File: src/sv/recent_spot_dedup_filter_macros.svh
// assertion macros shared by the recent spot filter rtl
// no dependencies; included by files that carry concurrent assertions
`ifndef RECENT_SPOT_DEDUP_FILTER_MACROS_SVH
`define RECENT_SPOT_DEDUP_FILTER_MACROS_SVH

// same-cycle implication, disabled during reset
`define RSDF_ASSERT_NOW(label, clk, rst, ante, cons, msg) \
   label: assert property (@(posedge clk) disable iff (rst) (ante) |-> (cons)) \
      else $error(msg);

// next-cycle implication, disabled during reset
`define RSDF_ASSERT_NEXT(label, clk, rst, ante, cons, msg) \
   label: assert property (@(posedge clk) disable iff (rst) (ante) |=> (cons)) \
      else $error(msg);

`endif

File: src/sv/rsdf_pkg.sv
// shared types and constants for the recent spot filter
// no dependencies; imported by every module of the block
package rsdf_pkg;

   // item kinds carried in req_tuser
   localparam logic [1:0] FUNC_TICK  = 2'd0;
   localparam logic [1:0] FUNC_QUERY = 2'd1;
   localparam logic [1:0] FUNC_CLEAR = 2'd2;

   // register indexes of the csr port
   localparam logic [1:0] CSR_HOLD     = 2'd0;
   localparam logic [1:0] CSR_FRACTION = 2'd1;
   localparam logic [1:0] CSR_MIN_SPAN = 2'd2;

   // field widths
   localparam int COORD_W  = 24;
   localparam int RADIUS_W = 16;
   localparam int HOLD_W   = 16;
   localparam int FRAC_W   = 8;
   localparam int SPAN_W   = 16;
   localparam int SPAN2_W  = 32;
   localparam int STAMP_W  = 32;
   localparam int OPND_W   = 25;
   localparam int PROD_W   = 50;

   // port widths
   localparam int REQ_DATA_W = 88;
   localparam int RSP_DATA_W = 8;
   localparam int CSR_IDX_W  = 2;
   localparam int CSR_DATA_W = 16;

   // register reset values
   localparam logic [HOLD_W-1:0] HOLD_RESET     = 16'd20;
   localparam logic [FRAC_W-1:0] FRACTION_RESET = 8'd87;
   localparam logic [SPAN_W-1:0] MIN_SPAN_RESET = 16'd48;

   // sequencer states
   typedef enum logic [3:0] {
      ST_IDLE,
      ST_SPAN,
      ST_SQR,
      ST_AX0,
      ST_AX1,
      ST_AX2,
      ST_CHK,
      ST_FETCH,
      ST_WRITE,
      ST_RESP
   } state_type;

   // operand selection of the shared multiplier
   typedef enum logic [1:0] {
      MUL_SPAN,
      MUL_SQR,
      MUL_DIFF
   } mul_op_type;

   // one ring entry
   typedef struct packed {
      logic [COORD_W-1:0] z;
      logic [COORD_W-1:0] y;
      logic [COORD_W-1:0] x;
      logic [STAMP_W-1:0] stamp;
   } spot_type;

   // ring memory control
   typedef struct packed {
      logic wr_en;
      logic clear;
   } mem_ctl_type;

endpackage

File: src/sv/rsdf_mul_unit.sv
// shared multiplier of the recent spot filter: span scaling, span square, axis square
// depends on rsdf_pkg
module rsdf_mul_unit (
   input  rsdf_pkg::mul_op_type                   op,
   input  logic [rsdf_pkg::COORD_W-1:0]           qry_coord,
   input  logic [rsdf_pkg::COORD_W-1:0]           spot_coord,
   input  logic [rsdf_pkg::RADIUS_W-1:0]          radius,
   input  logic [rsdf_pkg::FRAC_W-1:0]            fraction,
   input  logic [rsdf_pkg::SPAN_W-1:0]            span,
   output logic [rsdf_pkg::PROD_W-1:0]            product
);
   import rsdf_pkg::*;

   logic [OPND_W-1:0] diff;
   logic [OPND_W-1:0] diff_mag;
   logic [OPND_W-1:0] opnd_a;
   logic [OPND_W-1:0] opnd_b;

   // magnitude of the signed axis difference, fits 25 bits
   assign diff     = {qry_coord[COORD_W-1], qry_coord} - {spot_coord[COORD_W-1], spot_coord};
   assign diff_mag = diff[OPND_W-1] ? (~diff + OPND_W'(1)) : diff;

   // operand select
   always_comb begin
      unique case (op)
         MUL_SPAN: begin
            opnd_a = OPND_W'(radius);
            opnd_b = OPND_W'(fraction);
         end
         MUL_SQR: begin
            opnd_a = OPND_W'(span);
            opnd_b = OPND_W'(span);
         end
         MUL_DIFF: begin
            opnd_a = diff_mag;
            opnd_b = diff_mag;
         end
         default: begin
            opnd_a = diff_mag;
            opnd_b = diff_mag;
         end
      endcase
   end

   assign product = opnd_a * opnd_b;

endmodule

File: src/sv/rsdf_spot_mem.sv
// ring of recent spots: position and stamp memory with per-entry valid bits
// depends on rsdf_pkg
module rsdf_spot_mem #(
   parameter int ENTRIES = 16,
   parameter int AW      = 4
) (
   input  logic                  clock,
   input  logic                  reset,
   input  rsdf_pkg::mem_ctl_type ctl,
   input  logic [AW-1:0]         wr_addr,
   input  rsdf_pkg::spot_type    wr_data,
   input  logic [AW-1:0]         rd_addr,
   output rsdf_pkg::spot_type    rd_data,
   output logic                  rd_valid
);
   import rsdf_pkg::*;

   spot_type           mem_ff [ENTRIES];
   logic [ENTRIES-1:0] valid_ff;
   logic [ENTRIES-1:0] valid_in;
   spot_type           rd_data_ff;
   logic               rd_valid_ff;

   // valid bits: cleared by reset or clear, set on write
   always_comb begin
      valid_in = valid_ff;
      if (ctl.clear) begin
         valid_in = '0;
      end else if (ctl.wr_en) begin
         valid_in[wr_addr] = 1'b1;
      end
   end

   always_ff @(posedge clock) begin
      if (reset) begin
         valid_ff <= '0;
      end else begin
         valid_ff <= valid_in;
      end
   end

   // memory write and registered read
   always_ff @(posedge clock) begin
      if (ctl.wr_en) begin
         mem_ff[wr_addr] <= wr_data;
      end
      rd_data_ff  <= mem_ff[rd_addr];
      rd_valid_ff <= valid_ff[rd_addr];
   end

   assign rd_data  = rd_data_ff;
   assign rd_valid = rd_valid_ff;

endmodule

File: src/sv/recent_spot_dedup_filter.sv
// top level of the recent spot filter: sequencer, query datapath and ports
// depends on rsdf_pkg, rsdf_mul_unit, rsdf_spot_mem and the assertion macros
`include "recent_spot_dedup_filter_macros.svh"

// Recent impact spot filter. A tick (tuser 0) bumps the frame counter, a clear
// (tuser 2) empties the ring and zeroes pointer and counter; both finish in the
// cycle they are taken and give no response, as does the unused code 3. An
// impact query (tuser 1) gives exactly one response: tdata bit 0 is 1 when the
// spot was recorded, 0 when a live entry lay within the span. The block is not
// ready while a query is in flight. A query sets up its span in ST_SPAN and
// ST_SQR, then checks the entries in turn: a dead entry in ST_AX0 and ST_FETCH
// (the last one in ST_AX0 alone), a live one in ST_AX0, ST_AX1, ST_AX2 and
// ST_CHK. It stops early on the first match; else it records in ST_WRITE. It
// hands over the response in ST_RESP, waiting while an earlier response is
// still held. The single multiplier handles one axis of one entry per cycle.
module recent_spot_dedup_filter #(
   parameter int ENTRIES = 16
) (
   input  logic                                 clock,
   input  logic                                 reset,
   // query channel
   input  logic                                 req_tvalid,
   output logic                                 req_tready,
   // pos_x[23:0], pos_y[47:24], pos_z[71:48], radius[87:72]
   input  logic [rsdf_pkg::REQ_DATA_W-1:0]      req_tdata,
   // func[1:0]
   input  logic [1:0]                           req_tuser,
   // response channel
   output logic                                 rsp_tvalid,
   input  logic                                 rsp_tready,
   // accepted[0], zero fill above
   output logic [rsdf_pkg::RSP_DATA_W-1:0]      rsp_tdata,
   // configuration writes
   input  logic                                 csr_we,
   input  logic [rsdf_pkg::CSR_IDX_W-1:0]       csr_index,
   input  logic [rsdf_pkg::CSR_DATA_W-1:0]      csr_wdata
);
   import rsdf_pkg::*;

   localparam int          AW   = (ENTRIES > 1) ? $clog2(ENTRIES) : 1;
   localparam logic [AW-1:0] LAST = AW'(ENTRIES - 1);

   // control registers
   state_type            state_ff, state_in;
   logic [HOLD_W-1:0]    hold_ff, hold_in;
   logic [FRAC_W-1:0]    frac_ff, frac_in;
   logic [SPAN_W-1:0]    min_span_ff, min_span_in;
   logic [STAMP_W-1:0]   frame_ff, frame_in;
   logic [AW-1:0]        ptr_ff, ptr_in;
   logic [AW-1:0]        idx_ff, idx_in;
   logic                 rsp_valid_ff, rsp_valid_in;

   // payload registers
   logic [COORD_W-1:0]   qx_ff, qx_in;
   logic [COORD_W-1:0]   qy_ff, qy_in;
   logic [COORD_W-1:0]   qz_ff, qz_in;
   logic [RADIUS_W-1:0]  radius_ff, radius_in;
   logic [SPAN_W-1:0]    span_ff, span_in;
   logic [SPAN2_W-1:0]   span2_ff, span2_in;
   logic [PROD_W-1:0]    prod_ff, prod_in;
   logic [PROD_W-1:0]    acc_ff, acc_in;
   logic                 last_ff, last_in;
   logic                 result_ff, result_in;
   logic                 rsp_acc_ff, rsp_acc_in;

   // datapath wiring
   mul_op_type           mul_op;
   logic [COORD_W-1:0]   qry_coord;
   logic [COORD_W-1:0]   spot_coord;
   logic [PROD_W-1:0]    product;
   logic [SPAN_W-1:0]    scaled_span;
   mem_ctl_type          mem_ctl;
   spot_type             wr_spot;
   spot_type             rd_spot;
   logic                 rd_valid;
   logic [STAMP_W-1:0]   age;
   logic                 live;
   logic [PROD_W-1:0]    dist2;
   logic                 match;
   logic                 req_xfer;
   logic                 rsp_free;
   logic [1:0]           func;
   logic [AW-1:0]        idx_next;
   logic [AW-1:0]        ptr_next;

   assign func     = req_tuser;
   assign req_xfer = req_tvalid && req_tready;
   assign rsp_free = !rsp_valid_ff || rsp_tready;

   // entry liveness and distance check
   assign age         = frame_ff - rd_spot.stamp;
   assign live        = rd_valid && (rd_spot.stamp != '0) && (age <= STAMP_W'(hold_ff));
   assign dist2       = acc_ff + prod_ff;
   assign match       = dist2 <= PROD_W'(span2_ff);
   assign scaled_span = product[SPAN_W+7:8];
   assign idx_next    = (idx_ff == LAST) ? '0 : idx_ff + AW'(1);
   assign ptr_next    = (ptr_ff == LAST) ? '0 : ptr_ff + AW'(1);
   assign wr_spot     = '{z: qz_ff, y: qy_ff, x: qx_ff, stamp: frame_ff};

   rsdf_mul_unit u_mul (
      .op         (mul_op),
      .qry_coord  (qry_coord),
      .spot_coord (spot_coord),
      .radius     (radius_ff),
      .fraction   (frac_ff),
      .span       (span_ff),
      .product    (product)
   );

   rsdf_spot_mem #(
      .ENTRIES (ENTRIES),
      .AW      (AW)
   ) u_mem (
      .clock    (clock),
      .reset    (reset),
      .ctl      (mem_ctl),
      .wr_addr  (ptr_ff),
      .wr_data  (wr_spot),
      .rd_addr  (idx_ff),
      .rd_data  (rd_spot),
      .rd_valid (rd_valid)
   );

   // next state
   always_comb begin
      state_in = state_ff;
      unique case (state_ff)
         ST_IDLE:  if (req_xfer && func == FUNC_QUERY) state_in = ST_SPAN;
         ST_SPAN:  state_in = ST_SQR;
         ST_SQR:   state_in = ST_AX0;
         ST_AX0: begin
            priority if (live)            state_in = ST_AX1;
            else if (idx_ff == LAST)      state_in = ST_WRITE;
            else                          state_in = ST_FETCH;
         end
         ST_FETCH: state_in = ST_AX0;
         ST_AX1:   state_in = ST_AX2;
         ST_AX2:   state_in = ST_CHK;
         ST_CHK: begin
            priority if (match)           state_in = ST_RESP;
            else if (last_ff)             state_in = ST_WRITE;
            else                          state_in = ST_AX0;
         end
         ST_WRITE: state_in = ST_RESP;
         ST_RESP:  if (rsp_free) state_in = ST_IDLE;
         default:  state_in = ST_IDLE;
      endcase
   end

   // outputs of the sequencer
   always_comb begin
      req_tready    = (state_ff == ST_IDLE);
      mem_ctl.wr_en = (state_ff == ST_WRITE);
      mem_ctl.clear = req_xfer && (func == FUNC_CLEAR);
      qry_coord     = qx_ff;
      spot_coord    = rd_spot.x;
      unique case (state_ff)
         ST_SPAN: mul_op = MUL_SPAN;
         ST_SQR:  mul_op = MUL_SQR;
         default: mul_op = MUL_DIFF;
      endcase
      unique case (state_ff)
         ST_AX1: begin
            qry_coord  = qy_ff;
            spot_coord = rd_spot.y;
         end
         ST_AX2: begin
            qry_coord  = qz_ff;
            spot_coord = rd_spot.z;
         end
         default: begin
            qry_coord  = qx_ff;
            spot_coord = rd_spot.x;
         end
      endcase
   end

   // register next values
   always_comb begin
      hold_in      = hold_ff;
      frac_in      = frac_ff;
      min_span_in  = min_span_ff;
      frame_in     = frame_ff;
      ptr_in       = ptr_ff;
      idx_in       = idx_ff;
      rsp_valid_in = rsp_valid_ff;
      qx_in        = qx_ff;
      qy_in        = qy_ff;
      qz_in        = qz_ff;
      radius_in    = radius_ff;
      span_in      = span_ff;
      span2_in     = span2_ff;
      prod_in      = prod_ff;
      acc_in       = acc_ff;
      last_in      = last_ff;
      result_in    = result_ff;
      rsp_acc_in   = rsp_acc_ff;

      // configuration writes
      if (csr_we) begin
         unique case (csr_index)
            CSR_HOLD:     hold_in     = csr_wdata[HOLD_W-1:0];
            CSR_FRACTION: frac_in     = csr_wdata[FRAC_W-1:0];
            CSR_MIN_SPAN: min_span_in = csr_wdata[SPAN_W-1:0];
            default:      ;
         endcase
      end

      // response transfer frees the output register
      if (rsp_valid_ff && rsp_tready) rsp_valid_in = 1'b0;

      unique case (state_ff)
         ST_IDLE: begin
            if (req_xfer) begin
               unique case (func)
                  FUNC_TICK:  frame_in = frame_ff + STAMP_W'(1);
                  FUNC_CLEAR: begin
                     frame_in = '0;
                     ptr_in   = '0;
                  end
                  FUNC_QUERY: begin
                     qx_in     = req_tdata[23:0];
                     qy_in     = req_tdata[47:24];
                     qz_in     = req_tdata[71:48];
                     radius_in = req_tdata[87:72];
                     idx_in    = '0;
                  end
                  default: ;
               endcase
            end
         end
         ST_SPAN:  span_in  = (scaled_span < min_span_ff) ? min_span_ff : scaled_span;
         ST_SQR:   span2_in = product[SPAN2_W-1:0];
         ST_AX0: begin
            prod_in = product;
            if (!live) idx_in = idx_next;
         end
         ST_AX1: begin
            prod_in = product;
            acc_in  = prod_ff;
         end
         ST_AX2: begin
            prod_in = product;
            acc_in  = acc_ff + prod_ff;
            last_in = (idx_ff == LAST);
            idx_in  = idx_next;
         end
         ST_CHK:   result_in = !match;
         ST_WRITE: begin
            result_in = 1'b1;
            ptr_in    = ptr_next;
         end
         ST_RESP: begin
            if (rsp_free) begin
               rsp_valid_in = 1'b1;
               rsp_acc_in   = result_ff;
            end
         end
         ST_FETCH: ;
         default:  ;
      endcase
   end

   // control registers
   always_ff @(posedge clock) begin
      if (reset) begin
         state_ff     <= ST_IDLE;
         hold_ff      <= HOLD_RESET;
         frac_ff      <= FRACTION_RESET;
         min_span_ff  <= MIN_SPAN_RESET;
         frame_ff     <= '0;
         ptr_ff       <= '0;
         idx_ff       <= '0;
         rsp_valid_ff <= 1'b0;
      end else begin
         state_ff     <= state_in;
         hold_ff      <= hold_in;
         frac_ff      <= frac_in;
         min_span_ff  <= min_span_in;
         frame_ff     <= frame_in;
         ptr_ff       <= ptr_in;
         idx_ff       <= idx_in;
         rsp_valid_ff <= rsp_valid_in;
      end
   end

   // payload registers
   always_ff @(posedge clock) begin
      qx_ff      <= qx_in;
      qy_ff      <= qy_in;
      qz_ff      <= qz_in;
      radius_ff  <= radius_in;
      span_ff    <= span_in;
      span2_ff   <= span2_in;
      prod_ff    <= prod_in;
      acc_ff     <= acc_in;
      last_ff    <= last_in;
      result_ff  <= result_in;
      rsp_acc_ff <= rsp_acc_in;
   end

   assign rsp_tvalid = rsp_valid_ff;
   assign rsp_tdata  = {(RSP_DATA_W-1)'(0), rsp_acc_ff};

   // checks on the sequencer and counters
   `RSDF_ASSERT_NEXT(a_query_starts, clock, reset,
      req_xfer && func == FUNC_QUERY, state_ff == ST_SPAN,
      "query transfer did not start the span setup")
   `RSDF_ASSERT_NEXT(a_tick_counts, clock, reset,
      req_xfer && func == FUNC_TICK, frame_ff == $past(frame_ff) + STAMP_W'(1),
      "tick did not advance the frame counter")
   `RSDF_ASSERT_NEXT(a_ptr_moves, clock, reset,
      state_ff == ST_WRITE, ptr_ff != $past(ptr_ff),
      "ring pointer did not advance on record")
   `RSDF_ASSERT_NOW(a_idx_range, clock, reset,
      1'b1, idx_ff <= LAST && ptr_ff <= LAST,
      "ring index beyond the last entry")

endmodule

File: config.mk
export PLATFORM = sky130hd
export DESIGN_NAME = recent_spot_dedup_filter
export DESIGN_NICKNAME = d
export VERILOG_FILES = /design/src/sv/rsdf_pkg.sv /design/src/sv/rsdf_mul_unit.sv /design/src/sv/rsdf_spot_mem.sv /design/src/sv/recent_spot_dedup_filter.sv
export VERILOG_INCLUDE_DIRS = /design/src /design/src/sv
export SDC_FILE = /design/constraint.sdc
export NUM_CORES = 2
export LEC_CHECK = 0
export BUFFER_PORTS_ARGS = -buffer_cell sky130_fd_sc_hd__buf_2
export CORE_AREA = 2 2 485 487
export DETAILED_ROUTE_END_ITERATION = 6
export DIE_AREA = 0 0 487 489
export GPL_TIMING_DRIVEN = 0
export HOLD_SLACK_MARGIN = 0.15
export SYNTH_ARGS = -nofsm -noshare
export SYNTH_HDL_FRONTEND = slang
export SYNTH_HIERARCHICAL = 1
export SYNTH_SLANG_ARGS = --single-unit
File: constraint.sdc
create_clock -name clock -period 12.3 [get_ports clock]
set_input_delay 2.46 -clock clock [delete_from_list [all_inputs] [get_ports clock]]
set_output_delay 2.46 -clock clock [all_outputs]
set_load 0.005 [all_outputs]
==> results.md <==
- Result of the run: complete, but fails checks
- Violated checks: design-rule violations
- FP Rows: 178
- Congestion Overflow GR: 0
- Effective utilization at floorplan: 45.66%
- Minimum clock period after layout: 12.02 ns
- Total core area: 233600 µm²
- Antenna violations before repair: 11
- Max Cap Violations: 0
- Number of enable flip-flop cells after synthesis: 1903
- Share of flip-flops with an asynchronous set or reset: 0%
- Critical Path Source Type: flip-flop
- Clock buffer count from CTS: 212
- Post-layout nets: 9080
- Number of slew-limit violations in the final report: 0
- Biggest area consumer among synthesized cells: sky130_fd_sc_hd__edfxtp_1
- Top-area cell type share of the netlist area: 53.57%
- Clock transition at the registers of the reported paths: 0.06 ns
- TritonRoute pass-1 iters: 7
- Area overhead of the layout relative to synthesis: 15.16%
- Worst-Skew Late Latency: 0.86 ns
- Total of fill cells in the finished design: 19.24k
- Initial DRC Count: 6595
- Dpl cells: 10.88k
- Ratio of final minimum period to clock period: 97.70%
- Flops & latches, synth: 2109
- Total half-perimeter wirelength after legalization and detailed placement: 235.4 mm
- Final ANT Viol Nets: 0
- Commonest non-fill, non-tap cell in the layout: sky130_fd_sc_hd__edfxtp_1
- H-tree depth reported by CTS: 4
- Final hold violations: 0
- CTS Root Cell: sky130_fd_sc_hd__clkbuf_16
- Drt via density: 5.824
- Final setup violation count: 0
- Die outline height: 489 µm
- Share of final-layout standard cells stronger than drive strength 1: 19.39%
- Most frequent cells in the layout: sky130_fd_sc_hd__edfxtp_1, sky130_fd_sc_hd__nand2_1, sky130_fd_sc_hd__inv_1, sky130_fd_sc_hd__fa_1, sky130_fd_sc_hd__mux4_2
- Number of distinct standard cells referenced by the synthesized netlist: 101
- Max incr delay on CP: 0.58 ns
- Total routed wirelength: 318.3 mm
- Boundary Pins: 123
- Fmax: 0.08321 GHz
- Mean Syn Cell Area: 14.24 µm²
- Global-route usage over all layers: 26.85%
- Arrival @ worst endpoint: 12.61 ns
- Maximum buffer depth of the clock tree: 3
- Per-cell routed wire length: 28.04 µm
- Number of input and output port buffers inserted: 115
- Critical path's most frequent cell: sky130_fd_sc_hd__fa_1
- Overall die area: 238100 µm²
- Post-synthesis cell area: 106700 µm²
- Chip width: 487 µm
- Final GP Congestion: 1.018
- First-pass GRT wire length: 464.4 mm
- Kind of critical path: flip-flop to flip-flop
- Post-route clock skew: 0.06872 ns
- Synthesized instance count: 7492
- Clock tree from TritonCTS: built
- Kind of cell with the highest combined delay on the critical path: adder cells
- Number of warnings printed during yosys synthesis: 6
- Maximum number of pins on one net before global-route repair: 52
- Setup crit end kind: flip-flop
- Crit path max fanout: 10
- Worst EP required: 12.90 ns
- Via total after detailed routing: 66.10k
- Worst rel slew slack: 8.640%
- Worst hold path class: flip-flop to flip-flop
- Post-CTS Hold Fix Bufs: 0
- DRC viols: 6
- Synth top area cells: sky130_fd_sc_hd__edfxtp_1, sky130_fd_sc_hd__fa_1, sky130_fd_sc_hd__mux4_2
- Worst path bufs/invs: 8
- Most used DFF post-synth: sky130_fd_sc_hd__edfxtp_1
- Count of placed standard cells in the final layout, fillers left out: 11.35k
- Via count of the first global-routing pass: 67.87k
- Sequential area share after synthesis: 57.44%
- Total clock sinks: 2109
- Slew of the pin with the lowest slew margin: 1.370 ns
- CP max-delay cell: sky130_fd_sc_hd__fa_1
## worst register-to-register path: cells and delay by family (launching register included)
kind / cells / cell delay (ns)
adder cells (fa/ha/maj): 10 / 4.75
AND/OR/NAND/NOR: 12 / 2.54
AO/OA/AOI/OAI: 7 / 1.92
buffers and inverters: 8 / 1.38
XOR/XNOR: 2 / 0.46
flip-flops: 1 / 0.36
multiplexers: 1 / 0.35
## layout make-up
type	count	area, µm²	share of cell area [%]
flip-flops and latches	2109	61280	49.88
inverters	773	2938	2.391
plain buffers	340	2024	1.648
multi-input cells	4278	42210	34.36
clock inverters	90	1059	0.8617
repair buffers	388	3525	2.869
clock buffers	311	5977	4.865
diodes	1	2.502	0.002037
well taps	3060	3829	3.117
## Yosys cell counts (27+ instances only)
master	n
sky130_fd_sc_hd__nand4_1	65
sky130_fd_sc_hd__edfxtp_1	1903
sky130_fd_sc_hd__a22oi_1	215
sky130_fd_sc_hd__mux4_2	420
sky130_fd_sc_hd__a21oi_1	306
sky130_fd_sc_hd__o21ai_0	186
sky130_fd_sc_hd__and2_1	55
sky130_fd_sc_hd__clkbuf_1	214
sky130_fd_sc_hd__xor2_1	81
sky130_fd_sc_hd__and3_1	75
sky130_fd_sc_hd__a21o_1	87
sky130_fd_sc_hd__buf_4	27
sky130_fd_sc_hd__buf_2	46
sky130_fd_sc_hd__nand3_1	72
sky130_fd_sc_hd__xnor2_1	92
sky130_fd_sc_hd__buf_6	32
sky130_fd_sc_hd__nand2_1	822
sky130_fd_sc_hd__nor2_1	336
sky130_fd_sc_hd__dfxtp_1	206
sky130_fd_sc_hd__ha_1	352
sky130_fd_sc_hd__mux2_2	33
sky130_fd_sc_hd__nor3_1	52
sky130_fd_sc_hd__buf_1	37
sky130_fd_sc_hd__o21a_1	57
sky130_fd_sc_hd__nor2b_1	29
sky130_fd_sc_hd__fa_1	513
sky130_fd_sc_hd__inv_1	753
## logic make-up (layout without fill, tap and decap cells)
| kind of cell | count (synthesis) | after routing | share of synthesized area [%] |
|---|---|---|---|
| flops | 2109 | 2109 | 57.44 |
| simple gates | 1649 | 1649 | 6.958 |
| buf+inv | 1129 | 1902 | 4.347 |
| compound gates | 1101 | 1101 | 6.755 |
| fa+ha+maj | 865 | 865 | 13.76 |
| mux | 462 | 462 | 9.300 |
| xor+xnor | 174 | 174 | 1.436 |
| other cells | 3 | 28 | 0.01056 |
## state kept, by name, indices dropped and copies added (netlist names), 24 cells and up
signal and cells:
acc_ff 50, qy_ff 24, prod_ff 50, frame_ff 32
u_mem/rd_data 104, qz_ff 24, span2_ff 32, u_mem/mem_ff 1664
qx_ff 24
## through the flow
stage	hold WS (ns)	TNS [ns]	utilization, %	area (µm²)	worst slack (ns)
2_1_floorplan	0.4003	0	-	106800	0.1299
3_3_place_gp	0.4116	-7222.12	47.58	111200	-12.09
3_5_place_dp	0.4132	-163.05	48.61	113600	-3.937
4_1_cts	0.4187	0	52.17	121900	0.008695
5_1_grt	0.4480	-1.621	52.58	122800	-0.1258
6_report	0.4225	0	52.58	122800	0.2823
## what timing repair did
action / in CTS / in global routing
setup buffers: 43 / 44
setup endpoints to repair: 78 / 33
pin swaps: 30 / 40
gates resized for setup: 300 / 200
## metal layers
metal,routed length [µm],GRT usage [%]
met1,129300,35.92
met2,151300,43.72
met3,21240,4.088
met4,16450,11.82
met5,9,0
## final timing paths
path                             startpoint    endpoint  slack [ns]  cells past startpoint
worst max-delay path            state_ff[2]  span_ff[0]        0.28                     40
worst min-delay path              result_ff  rsp_acc_ff        0.42                      0
worst min register to register    result_ff  rsp_acc_ff        0.42                      0
worst max register to register  state_ff[2]  span_ff[0]        0.28                     40
Power is not shown: default switching activity piles up to over one toggle a cycle in this logic, so the estimate is an artifact.
